===== config.mk =====
export PLATFORM = sky130hd
export DESIGN_NAME = cobs_crc_frame_receiver
export DESIGN_NICKNAME = d
export VERILOG_FILES = /design/src/rtl/ccfr_pkg.sv /design/src/rtl/ccfr_state_ram.sv /design/src/rtl/ccfr_lane_update.sv /design/src/rtl/ccfr_out_buf.sv /design/src/rtl/cobs_crc_frame_receiver.sv
export SDC_FILE = /design/constraint.sdc
export NUM_CORES = 1
export LEC_CHECK = 0
export BUFFER_PORTS_ARGS = -buffer_cell sky130_fd_sc_hd__buf_2
export CAP_MARGIN = 15
export CORE_ASPECT_RATIO = 0.5
export CORE_MARGIN = 3
export CORE_UTILIZATION = 35
export CTS_BUF_LIST = sky130_fd_sc_hd__clkbuf_8
export CTS_CLUSTER_SIZE = 24
export DETAILED_ROUTE_END_ITERATION = 12
export SYNTH_ARGS = -nofsm -noshare
export SYNTH_HDL_FRONTEND = slang
export SYNTH_HIERARCHICAL = 1
export SYNTH_SLANG_ARGS = --single-unit

===== constraint.sdc =====
create_clock -name clk_i -period 14.8 [get_ports clk_i]
set_input_delay 2.96 -clock clk_i [delete_from_list [all_inputs] [get_ports clk_i]]
set_output_delay 2.96 -clock clk_i [all_outputs]
set_load 0.01 [all_outputs]

===== src/rtl/ccfr_pkg.sv =====
// Shared types, constants and helper functions of the COBS/CRC frame receiver.
// Depends on nothing; every other file of the block but ccfr_state_ram imports it.
package ccfr_pkg;

  // Defaults for the top-level parameters
  localparam int unsigned MAX_ENCODED_DEF = 512;
  localparam int unsigned NUM_LINKS_DEF   = 2;

  // Per-link state holds two counters plus 66 bits of fixed-width fields
  localparam int unsigned LANE_FIXED_W = 66;

  // Frame format and CRC-16/CCITT-FALSE constants
  localparam logic [15:0] CRC_INIT  = 16'hFFFF;
  localparam logic [15:0] CRC_POLY  = 16'h1021;
  localparam logic [7:0]  DELIM     = 8'h00;
  localparam logic [7:0]  BLOCK_MAX = 8'hFF;
  localparam int unsigned MIN_FRAME = 6;
  localparam int unsigned PAY_CNT_W = 9;

  // Verdict status codes
  typedef enum logic [2:0] {
    ST_OK    = 3'd0,
    ST_SHORT = 3'd1,
    ST_CRC   = 3'd2,
    ST_TRUNC = 3'd3,
    ST_OVF   = 3'd4
  } status_e;

  // Input request: one encoded byte tagged with its link
  typedef struct packed {
    logic       link;
    logic [7:0] rx_byte;
  } in_req_t;

  // Output request: payload byte or end-of-frame verdict
  typedef struct packed {
    logic                 out_link;
    logic                 is_verdict;
    logic [7:0]           payload_byte;
    status_e              status;
    logic [7:0]           seq_number;
    logic [15:0]          command_word;
    logic [PAY_CNT_W-1:0] payload_count;
  } out_rsp_t;

  // One byte of CRC-16, MSB first, no reflection
  function automatic logic [15:0] crc_byte(input logic [15:0] crc_in, input logic [7:0] b);
    logic [15:0] c;
    c = crc_in ^ {b, 8'h00};
    for (int i = 0; i < 8; i++) begin
      if (c[15]) begin
        c = {c[14:0], 1'b0} ^ CRC_POLY;
      end else begin
        c = {c[14:0], 1'b0};
      end
    end
    return c;
  endfunction

  // Assemble a 16-bit word from two bytes in frame order
  function automatic logic [15:0] make_word(input logic [7:0] first, input logic [7:0] second,
                                            input logic big_endian);
    return big_endian ? {first, second} : {second, first};
  endfunction

endpackage


===== src/rtl/ccfr_state_ram.sv =====
// Per-link state memory: one write port, one registered read port, valid bits.
// Depends on nothing from the package; width and depth come from parameters.
module ccfr_state_ram #(
  parameter int unsigned Depth = 2,
  parameter int unsigned Width = 86,
  localparam int unsigned AddrW = (Depth > 1) ? $clog2(Depth) : 1
) (
  input  logic             clk_i,
  input  logic             rst_ni,
  input  logic             rd_en_i,
  input  logic [AddrW-1:0] rd_addr_i,
  output logic [Width-1:0] rd_data_o,
  output logic             rd_init_o,
  input  logic             wr_en_i,
  input  logic [AddrW-1:0] wr_addr_i,
  input  logic [Width-1:0] wr_data_i
);

  logic [Width-1:0] mem [Depth];
  logic [Depth-1:0] written_q;
  logic [Width-1:0] rd_data_q;
  logic             rd_init_q;

  // Storage array and read data, no reset
  always_ff @(posedge clk_i) begin
    if (wr_en_i) begin
      mem[wr_addr_i] <= wr_data_i;
    end
    if (rd_en_i) begin
      rd_data_q <= mem[rd_addr_i];
    end
  end

  // Written flags: an entry never written reads as the reset state
  always_ff @(posedge clk_i or negedge rst_ni) begin
    if (!rst_ni) begin
      written_q <= '0;
      rd_init_q <= 1'b1;
    end else begin
      if (wr_en_i) begin
        written_q[wr_addr_i] <= 1'b1;
      end
      if (rd_en_i) begin
        rd_init_q <= !written_q[rd_addr_i];
      end
    end
  end

  assign rd_data_o = rd_data_q;
  assign rd_init_o = rd_init_q;

endmodule


===== src/rtl/ccfr_lane_update.sv =====
// Per-byte update of one link's COBS decode, CRC and header state.
// Depends on ccfr_pkg for the request types, CRC function and status codes.
module ccfr_lane_update
  import ccfr_pkg::*;
#(
  parameter int unsigned MaxEncoded = MAX_ENCODED_DEF,
  localparam int unsigned CntW = $clog2(MaxEncoded + 1),
  localparam int unsigned StW  = 2 * CntW + LANE_FIXED_W
) (
  input  logic [StW-1:0] cur_i,
  input  logic           fresh_i,
  input  logic           link_i,
  input  logic [7:0]     byte_i,
  input  logic           big_endian_i,
  output logic [StW-1:0] nxt_o,
  output logic           res_valid_o,
  output out_rsp_t       res_o
);

  typedef struct packed {
    logic [CntW-1:0] enc;
    logic            ovf;
    logic [7:0]      blk_left;
    logic            zero_pend;
    logic [CntW-1:0] dec;
    logic [15:0]     crc;
    logic [15:0]     held;
    logic [23:0]     hdr;
  } lane_t;

  lane_t           init_st;
  lane_t           cur;
  lane_t           nxt;
  logic            have_d;
  logic [7:0]      dbyte;
  logic [CntW-1:0] pay_n;
  status_e         status;

  // Reset value of a lane
  always_comb begin
    init_st     = '0;
    init_st.crc = CRC_INIT;
  end

  assign cur = fresh_i ? init_st : lane_t'(cur_i);

  // Verdict fields from the state at the delimiter
  always_comb begin
    if (cur.ovf) begin
      status = ST_OVF;
    end else if (cur.blk_left != 8'd0) begin
      status = ST_TRUNC;
    end else if (cur.dec < CntW'(MIN_FRAME)) begin
      status = ST_SHORT;
    end else if (cur.crc != make_word(cur.held[15:8], cur.held[7:0], big_endian_i)) begin
      status = ST_CRC;
    end else begin
      status = ST_OK;
    end
    pay_n = (cur.dec >= CntW'(MIN_FRAME)) ? cur.dec - CntW'(MIN_FRAME) : '0;
  end

  // Next state and result
  always_comb begin
    nxt         = cur;
    res_valid_o = 1'b0;
    res_o       = '0;
    have_d      = 1'b0;
    dbyte       = 8'h00;
    res_o.out_link = link_i;

    if (byte_i == DELIM) begin
      // End of frame: verdict unless nothing arrived
      nxt = init_st;
      if (cur.enc != '0 || cur.ovf) begin
        res_valid_o          = 1'b1;
        res_o.is_verdict     = 1'b1;
        res_o.status         = status;
        res_o.seq_number     = cur.hdr[23:16];
        res_o.command_word   = make_word(cur.hdr[15:8], cur.hdr[7:0], big_endian_i);
        res_o.payload_count  = PAY_CNT_W'(pay_n);
      end
    end else if (cur.enc >= CntW'(MaxEncoded)) begin
      nxt.ovf = 1'b1;
    end else begin
      nxt.enc = cur.enc + CntW'(1);
      if (cur.blk_left == 8'd0) begin
        // Code byte: opens a block, implied zero before it if one is due
        nxt.zero_pend = (byte_i != BLOCK_MAX);
        nxt.blk_left  = byte_i - 8'd1;
        have_d        = cur.zero_pend;
      end else begin
        nxt.blk_left = cur.blk_left - 8'd1;
        dbyte        = byte_i;
        have_d       = 1'b1;
      end
    end

    // Decoded byte: CRC and payload run two bytes behind
    if (have_d) begin
      if (cur.dec >= CntW'(2)) begin
        nxt.crc = crc_byte(cur.crc, cur.held[15:8]);
        if (cur.dec >= CntW'(MIN_FRAME)) begin
          res_valid_o        = 1'b1;
          res_o.payload_byte = cur.held[15:8];
        end
      end
      if (cur.dec == CntW'(1)) begin
        nxt.hdr[23:16] = dbyte;
      end else if (cur.dec == CntW'(2)) begin
        nxt.hdr[15:8] = dbyte;
      end else if (cur.dec == CntW'(3)) begin
        nxt.hdr[7:0] = dbyte;
      end
      nxt.held = {cur.held[7:0], dbyte};
      nxt.dec  = cur.dec + CntW'(1);
    end
  end

  assign nxt_o = nxt;

endmodule


===== src/rtl/ccfr_out_buf.sv =====
// Two-entry output buffer that decouples the update stage from the consumer.
// Depends on ccfr_pkg for the output request type.
module ccfr_out_buf
  import ccfr_pkg::*;
(
  input  logic     clk_i,
  input  logic     rst_ni,
  input  logic     push_i,
  input  out_rsp_t push_data_i,
  output logic     out_valid_o,
  input  logic     out_ready_i,
  output out_rsp_t out_rsp_o,
  output logic [1:0] cnt_o,
  output logic     pop_o
);

  out_rsp_t   head_q, head_d;
  out_rsp_t   tail_q, tail_d;
  logic [1:0] cnt_q, cnt_d;
  logic       pop;
  logic [1:0] pos;

  assign pop = (cnt_q != 2'd0) && out_ready_i;
  assign pos = cnt_q - {1'b0, pop};

  // Shift on pop, write new request at the first free slot
  always_comb begin
    head_d = head_q;
    tail_d = tail_q;
    cnt_d  = cnt_q + {1'b0, push_i} - {1'b0, pop};
    if (pop) begin
      head_d = tail_q;
    end
    if (push_i) begin
      if (pos == 2'd0) begin
        head_d = push_data_i;
      end else begin
        tail_d = push_data_i;
      end
    end
  end

  always_ff @(posedge clk_i or negedge rst_ni) begin
    if (!rst_ni) begin
      cnt_q <= 2'd0;
    end else begin
      cnt_q <= cnt_d;
    end
  end

  always_ff @(posedge clk_i) begin
    head_q <= head_d;
    tail_q <= tail_d;
  end

  assign out_valid_o = (cnt_q != 2'd0);
  assign out_rsp_o   = head_q;
  assign cnt_o       = cnt_q;
  assign pop_o       = pop;

  // Never more than two requests held, and never a push into a full buffer
  a_cnt_bound: assert property (@(posedge clk_i) disable iff (!rst_ni)
    cnt_q != 2'd3) else $error("output buffer count out of range");
  a_no_overrun: assert property (@(posedge clk_i) disable iff (!rst_ni)
    (push_i && cnt_q == 2'd2) |-> pop) else $error("push into full output buffer");

endmodule


===== src/rtl/cobs_crc_frame_receiver.sv =====
// COBS frame receiver with CRC-16/CCITT-FALSE check, top level.
// Depends on ccfr_pkg, ccfr_state_ram, ccfr_lane_update and ccfr_out_buf.
//
// Takes one encoded byte per cycle from any link, interleaved freely, and returns
// payload bytes and end-of-frame verdicts on a valid/ready output. The link's state
// is read from the registered state memory at acceptance, then updated and written back
// in the next cycle, with the write forwarded when the following byte is on the same link.
// Results leave through a two-entry buffer, so a new byte is taken every cycle while
// the consumer keeps up. Per-link state needs no clearing pass after reset; a
// per-entry written flag makes an untouched link read as empty. big_endian_q is
// sampled when a verdict is formed.
module cobs_crc_frame_receiver
  import ccfr_pkg::*;
#(
  parameter int unsigned MAX_ENCODED = MAX_ENCODED_DEF,
  parameter int unsigned NUM_LINKS   = NUM_LINKS_DEF
) (
  input  logic     clk_i,
  input  logic     rst_ni,
  input  logic     cfg_we_i,
  input  logic     cfg_wdata_i,
  input  logic     in_valid_i,
  output logic     in_ready_o,
  input  in_req_t  in_req_i,
  output logic     out_valid_o,
  input  logic     out_ready_i,
  output out_rsp_t out_rsp_o
);

  localparam int unsigned CntW  = $clog2(MAX_ENCODED + 1);
  localparam int unsigned StW   = 2 * CntW + LANE_FIXED_W;
  localparam int unsigned LinkW = (NUM_LINKS > 1) ? $clog2(NUM_LINKS) : 1;

  logic             big_endian_q;
  logic             in_accept;
  logic             in_range;
  logic [LinkW-1:0] in_idx;

  logic             s1_valid_q;
  logic [LinkW-1:0] s1_idx_q;
  logic             s1_link_q;
  logic [7:0]       s1_byte_q;

  logic             fwd_valid_q;
  logic [LinkW-1:0] fwd_idx_q;
  logic [StW-1:0]   fwd_data_q;
  logic             fwd_hit;

  logic [StW-1:0]   rd_data;
  logic             rd_init;
  logic [StW-1:0]   cur_st;
  logic             cur_fresh;
  logic [StW-1:0]   nxt_st;
  logic             res_valid;
  out_rsp_t         res;
  logic             push;
  logic [1:0]       buf_cnt;
  logic             buf_pop;
  logic [1:0]       occ;

  // Configuration register
  always_ff @(posedge clk_i or negedge rst_ni) begin
    if (!rst_ni) begin
      big_endian_q <= 1'b0;
    end else if (cfg_we_i) begin
      big_endian_q <= cfg_wdata_i;
    end
  end

  // Input side: room for the request in flight plus this one
  assign occ        = buf_cnt + {1'b0, s1_valid_q};
  assign in_ready_o = (occ <= (2'd1 + {1'b0, buf_pop}));
  assign in_accept  = in_valid_i && in_ready_o;
  assign in_range   = (int'(in_req_i.link) < NUM_LINKS);
  assign in_idx     = LinkW'(in_req_i.link);

  // Update stage control
  always_ff @(posedge clk_i or negedge rst_ni) begin
    if (!rst_ni) begin
      s1_valid_q  <= 1'b0;
      fwd_valid_q <= 1'b0;
    end else begin
      s1_valid_q  <= in_accept && in_range;
      fwd_valid_q <= s1_valid_q;
    end
  end

  // Update stage payload and forwarded write data
  always_ff @(posedge clk_i) begin
    if (in_accept) begin
      s1_idx_q  <= in_idx;
      s1_link_q <= in_req_i.link;
      s1_byte_q <= in_req_i.rx_byte;
    end
    fwd_idx_q  <= s1_idx_q;
    fwd_data_q <= nxt_st;
  end

  ccfr_state_ram #(
    .Depth (NUM_LINKS),
    .Width (StW)
  ) u_state_ram (
    .clk_i     (clk_i),
    .rst_ni    (rst_ni),
    .rd_en_i   (in_accept),
    .rd_addr_i (in_idx),
    .rd_data_o (rd_data),
    .rd_init_o (rd_init),
    .wr_en_i   (s1_valid_q),
    .wr_addr_i (s1_idx_q),
    .wr_data_i (nxt_st)
  );

  // Last cycle's write to the same link is newer than the memory read
  assign fwd_hit   = fwd_valid_q && (fwd_idx_q == s1_idx_q);
  assign cur_st    = fwd_hit ? fwd_data_q : rd_data;
  assign cur_fresh = fwd_hit ? 1'b0 : rd_init;

  ccfr_lane_update #(
    .MaxEncoded (MAX_ENCODED)
  ) u_lane_update (
    .cur_i        (cur_st),
    .fresh_i      (cur_fresh),
    .link_i       (s1_link_q),
    .byte_i       (s1_byte_q),
    .big_endian_i (big_endian_q),
    .nxt_o        (nxt_st),
    .res_valid_o  (res_valid),
    .res_o        (res)
  );

  assign push = s1_valid_q && res_valid;

  ccfr_out_buf u_out_buf (
    .clk_i       (clk_i),
    .rst_ni      (rst_ni),
    .push_i      (push),
    .push_data_i (res),
    .out_valid_o (out_valid_o),
    .out_ready_i (out_ready_i),
    .out_rsp_o   (out_rsp_o),
    .cnt_o       (buf_cnt),
    .pop_o       (buf_pop)
  );

  // Backpressure only ever comes from a held output request
  a_stall_has_cause: assert property (@(posedge clk_i) disable iff (!rst_ni)
    !in_ready_o |-> out_valid_o) else $error("input stalled with empty output");
  // A request leaves the update stage tagged with the link it came in on
  a_result_link: assert property (@(posedge clk_i) disable iff (!rst_ni)
    push |-> (res.out_link == s1_link_q)) else $error("result link mismatch");

endmodule


### Yosys cells after proc, flatten, opt, wreduce, memory -nomap -nowiden

Memory sizes are Yosys's and may differ from the RTL's. A register that Yosys moved wholly into a read port is not among the register bits.
Cells that the tools add are included.

* flip-flop bits (word level): 196
* memory bits (writable): 172
* memories: 1
* output and inout port bits: 48

Memory list
* u_state_ram.mem: depth 2, bits a word 86, rd ports 1, clocked after Yosys merged registers in 1, wr ports 1, RTL line ccfr_state_ram.sv:19 `logic [Width-1:0] mem [Depth];`

* magnitude comparators: 8
* add/sub/neg operators: 10
* eq/ne operators: 6
* bitwise logic cells: 11
* multiplexer cells: 71
* reductions and logical operators: 14

Operator list (count)
* 2-to-1 mux 16 bit: 18
* 2-to-1 mux 86 bit: 2
* 2-to-1 mux 46 bit: 3
* 2-to-1 mux 66 bit: 2
* 2-to-1 mux 13 bit: 8
* 2-to-1 mux 8 bit: 11
* 2-to-1 mux 36 bit: 2
* NOT 3 bit: 8
* adder 10 x 1 -> 10 bit (second input constant): 2
* == test 10 x 2 -> 1 bit (second input constant): 2
* 2-to-1 mux 20 bit: 1
* 2-to-1 mux 9 bit: 2
* logical NOT 8 bit: 2
* 2-to-1 mux 1 bit: 16
* inequality test 16 bit: 1
* subtractor 8 x 1 -> 8 bit (second input constant): 2
* XOR 16 bit: 1
* == test 10 x 1 -> 1 bit (second input constant): 1
* >= comparator 10 bit (second input constant): 1
* >= comparator 10 x 2 -> 1 bit (second input constant): 1
* >= comparator 10 x 3 -> 1 bit (second input constant): 1
* < comparator 10 x 3 -> 1 bit (second input constant): 1
* 2-to-1 mux 10 bit: 1
* nonzero test 10 bit: 1
* 21 further kinds: 30

### Longest topological paths before layout

* depth after elaboration: 37
* mapped depth: 19

### Modules after synthesis

Netlist, hierarchy kept.

Modules (own cells, without submodules)
* ccfr_state_ram: cells each 363, area an instance 9032.4 sq um, instances 1
* ccfr_out_buf: cells each 208, area an instance 3649.8 sq um, instances 1
* cobs_crc_frame_receiver: cells each 209, area an instance 3342.0 sq um, instances 1
* ccfr_lane_update: cells each 519, area an instance 3180.6 sq um, instances 1

### Worst setup path before layout

OpenSTA, ideal clock, no wires.

* kind: input port to output port
* start point: input port out_ready_i
* end point: output port in_ready_o
* path slack: 7690 ps
* data required time: 11840 ps
* arrival time: 4150 ps
* cell stages on the path: 8
* path through: o21ai_1 -> buf_6 -> buf_6 -> inv_1 -> inv_1 -> ha_1 -> nor2b_1 -> o21ai_0

* cells in the longest elaborated chain, start to end: 3

RTL lines
* from (decl): RTL line cobs_crc_frame_receiver.sv:26 `input logic out_ready_i,`
* logical AND 1 bit: RTL line ccfr_out_buf.sv:23 `assign pop = (cnt_q != 2'd0) && out_ready_i;`
* net buf_pop: RTL line cobs_crc_frame_receiver.sv:58 `logic buf_pop;`
* adder 1 x 1 -> 2 bit: RTL line cobs_crc_frame_receiver.sv:72 `assign in_ready_o = (occ <= (2'd1 + {1'b0, buf_pop}));`
* <= comparator 2 bit: RTL line cobs_crc_frame_receiver.sv:72
* to (decl): RTL line cobs_crc_frame_receiver.sv:23 `output logic in_ready_o,`

The timed path passes the listed nets, and every way through them passes these cells.

### Worst setup path after layout

Same ends and word-level chain as after synthesis.

==> flow_summary.ini <==
[run_status]
status = finished, final reports clean

[floorplanning]
core_area_mm2 = 0.05308
die-width_um = 337.3
design.die.area_mm2 = 0.05789
placement_rows = 59
initial_standard_cell_utilization_of_the_core_pct = 36.18
io-pin-count = 63
fp.dieH_um = 171.6

[timing]
period_needed_ns = 7.025
final_min_period_over_clock_period_pct = 47.47
report.final.slew_viol_count = 0
worst_slew_margin_rel_pct = 24.24
max_freq_mhz = 142.4
hold_slack_ns = 0.4703
final-setup-viol-count = 0
rsz0062_at_grt = false
timing_hold_violations_final = 0
tightest_slew_ns = 1.136
timing.setup.tns_ns = 0
fin_skew_ns = 0.03473

[synth]
yosysTopAreaCellShare_pct = 48.94
synth-edff-count = 313
synthesis.area_mm2 = 0.01920
synth_nets = 1325
ys_seq_elements = 454
synth.yosys.warnings = 6
post_synth_num_cell_types = 60
yosysMostFrequentCell = sky130_fd_sc_hd__edfxtp_1
synthDominantAreaCellType = sky130_fd_sc_hd__edfxtp_1
synth.cells.most_frequent = 313 x sky130_fd_sc_hd__edfxtp_1, 178 x sky130_fd_sc_hd__mux2_2, 133 x sky130_fd_sc_hd__dfxtp_1
postSynth.topFlopCell = sky130_fd_sc_hd__edfxtp_1
async_flop_share_pct = 1.762
synth_top_cells_by_area = sky130_fd_sc_hd__edfxtp_1 49%, sky130_fd_sc_hd__dfxtp_1 14%, sky130_fd_sc_hd__mux2_2 10%, sky130_fd_sc_hd__mux2_4 6.9%, sky130_fd_sc_hd__xnor2_1 1.9%
postSynthAreaPerCell_um2 = 14.78
synth_seq_area_share_pct = 63.85
synthCells = 1299

[worst_setup_path]
cp_slowest_cell = sky130_fd_sc_hd__ha_1
worst_path_arrival_ns = 4.06
cp.depth = 8
worstPathBufferInverterCount = 4
required_ns = 11.84
crit_path_cell_trace = buf_2 > o21ai_4 > inv_1 > inv_1 > ha_1 > nor2b_1 > o21ai_0 > buf_2
critPathMaxStageDelay_ns = 0.30
setup.worst_path.start_class = input port
timing.critical_path.fanout_max = 3
worst_r2r_path_depth = 15
endpoint_kind = primary output
setup.worst_path.class = in -> out
critical_path.top_delay_family = buffers and inverters

[drt]
antenna_viol_nets_final = 0
wl_met1_um = 19100
iteration_0_drc_count_of_the_detailed_router = 733
wl_per_cell_um = 19.13
dr_vias = 10770
detail_route.wirelength_um = 40930
route.top_layer_used = met4
post-route-drc-count = 0
vias_per_cell = 5.031
met3RoutedLength_um = 1821
met2RoutedLength_um = 19170
drtPass1Iterations = 7

[layout]
multiInputGateArea_mm2 = 0.006524
number_of_fill_cells_in_the_layout = 4853
nets = 1407
finish.instance_area_mm2 = 0.02147
drive_above_1_share_pct = 31.41
syn_to_final_growth_pct = 11.81
antennaDiodeCount = 0
footprint_of_the_flip_flops_and_latches_mm2 = 0.01226

[clock_tree]
tritoncts = done
worst_setup_hold_path_clk_slew_ns = 0.06
post_cts.resized_instances = 0
htree_num_levels = 3
insertion_delay_ns = 0.62
cts-buffers-inserted = 70
cts.path.max_buffers = 3
cts.repair_timing.setup_buffer_count = 0
clock_tree.root_cell = sky130_fd_sc_hd__clkbuf_8
cts_hold_buf = 0
cts_num_sinks = 454

[worst_hold_path]
whs_path_depth = 1
hold_path.class = reg -> reg

[global_routing]
wire_length_of_the_first_global_routing_pass_um = 64230
grt_start_max_net_pins = 73
antenna_found_initial = 0
grt.total_usage_pct = 14.22
via_count_of_the_first_global_routing_pass = 11400
global_route.overflow_total = 0

[flow_run]
max_cap_violations = 0

[placement]
hpwl_um = 25400
dpl-instance-area_mm2 = 0.02016
finalWeightedCongestion = 0.8262
buffer_ports.inserted = 62
-- state kept, by name, indices dropped and copies added, names as in the netlist, 2 cells and up --
register and count:
fwd_data_q 86, s1_byte_q 8, u_out_buf/cnt_o 2, u_out_buf/out_rsp_o 46
u_out_buf/tail_q 46, u_state_ram/mem 172, u_state_ram/rd_data_o 86, u_state_ram/written_q 2
-- metrics by stage --
step,util [%],setup WS (ns),cells
4_1_cts,40.45,7.784,2140
5_1_grt,40.45,7.682,2140
3_3_place_gp,37.99,7.798,2010
2_1_floorplan,-,7.690,1299
3_5_place_dp,37.99,7.790,2010
6_report,40.45,7.775,2140
-- kinds of logic (layout without fill, tap and decap cells) --
family | Yosys count | count (layout) | share of synthesized area (%)
mux | 301 | 301 | 19.14
compound gates | 119 | 119 | 3.876
buf+inv | 87 | 227 | 2.430
fa+ha+maj | 11 | 11 | 0.7166
simple gates | 262 | 262 | 7.017
flops | 454 | 454 | 63.85
xor+xnor | 65 | 65 | 2.964
-- cell type report --
type                            count  area share, %
Sequential cell                   454          57.11
Multi-Input combinational cell    758          30.38
Clock buffer                       80          5.128
Tap cell                          701          4.085
Timing Repair Buffer               77          1.981
Clock inverter                     50         0.9615
Inverter                           20         0.3496
-- layout by cell type, fill, tap and decap left out, types with 3 or more instances in the layout --
cell type,Yosys,final
sky130_fd_sc_hd__a211oi_1,4,4
sky130_fd_sc_hd__a21o_1,7,7
sky130_fd_sc_hd__a21oi_1,31,31
sky130_fd_sc_hd__and2_1,14,12
sky130_fd_sc_hd__and3_1,16,16
sky130_fd_sc_hd__buf_2,28,61
sky130_fd_sc_hd__buf_4,2,16
sky130_fd_sc_hd__clkbuf_8,0,80
sky130_fd_sc_hd__clkinv_1,0,10
sky130_fd_sc_hd__dfrtp_1,7,7
sky130_fd_sc_hd__dfxtp_1,133,133
sky130_fd_sc_hd__edfxtp_1,313,313
sky130_fd_sc_hd__ha_1,11,11
sky130_fd_sc_hd__inv_1,20,55
sky130_fd_sc_hd__mux2_2,178,178
sky130_fd_sc_hd__mux2_4,88,88
sky130_fd_sc_hd__mux2i_1,35,35
sky130_fd_sc_hd__nand2_1,53,52
sky130_fd_sc_hd__nand2b_1,4,4
sky130_fd_sc_hd__nand3_1,25,25
sky130_fd_sc_hd__nand4_1,24,24
sky130_fd_sc_hd__nor2_1,61,61
sky130_fd_sc_hd__nor2b_1,13,12
sky130_fd_sc_hd__nor3_1,22,22
sky130_fd_sc_hd__nor3b_1,3,3
sky130_fd_sc_hd__nor4_1,7,7
sky130_fd_sc_hd__o21ai_0,42,42
sky130_fd_sc_hd__o22ai_1,4,4
sky130_fd_sc_hd__or2_2,5,5
sky130_fd_sc_hd__or3_1,7,7
sky130_fd_sc_hd__xnor2_1,41,41
sky130_fd_sc_hd__xor2_1,24,24
-- final timing paths --
path	from	end	slack [ns]
max	out_ready_i	in_ready_o	7.78
min	u_state_ram/written_q[0]$_DFFE_PN0P_	u_state_ram/written_q[0]$_DFFE_PN0P_	0.47
max reg2reg	s1_link_q$_DFFE_PP_	u_out_buf/tail_q[5]$_DFFE_PP_	8.84
min reg2reg	u_state_ram/written_q[0]$_DFFE_PN0P_	u_state_ram/written_q[0]$_DFFE_PN0P_	0.47
max in group asynchronous	rst_ni	u_state_ram/rd_init_o$_DFFE_PN1P_	12.36
min in group asynchronous	rst_ni	big_endian_q$_DFFE_PN0P_	2.18
-- metal layers --
metal | GRT usage (%) | up-vias
met2 | 23.72 | 255
met3 | 2.759 | 71
met4 | 4.863 | 0
met5 | 0 | -
li1 | - | 5011
met1 | 18.65 | 5429
-- worst register-to-register path, stage by stage, from the launching register on --
cell                       delay (ns)
sky130_fd_sc_hd__edfxtp_1        0.51
sky130_fd_sc_hd__xnor2_1         0.21
sky130_fd_sc_hd__nand2_4         0.55
sky130_fd_sc_hd__buf_4           0.74
sky130_fd_sc_hd__mux2_4          0.44
sky130_fd_sc_hd__nor2b_1         0.18
sky130_fd_sc_hd__inv_1           0.10
sky130_fd_sc_hd__ha_1            0.19
sky130_fd_sc_hd__nor2_1          0.05
sky130_fd_sc_hd__a32oi_1         0.28
sky130_fd_sc_hd__and3_4          0.45
sky130_fd_sc_hd__nor2b_1         0.46
sky130_fd_sc_hd__or2_2           0.19
sky130_fd_sc_hd__and2_1          0.17
sky130_fd_sc_hd__a21boi_4        0.50
sky130_fd_sc_hd__buf_4           0.52
Power is not shown: default switching activity piles up to over one toggle a cycle in this logic, so the estimate is an artifact.
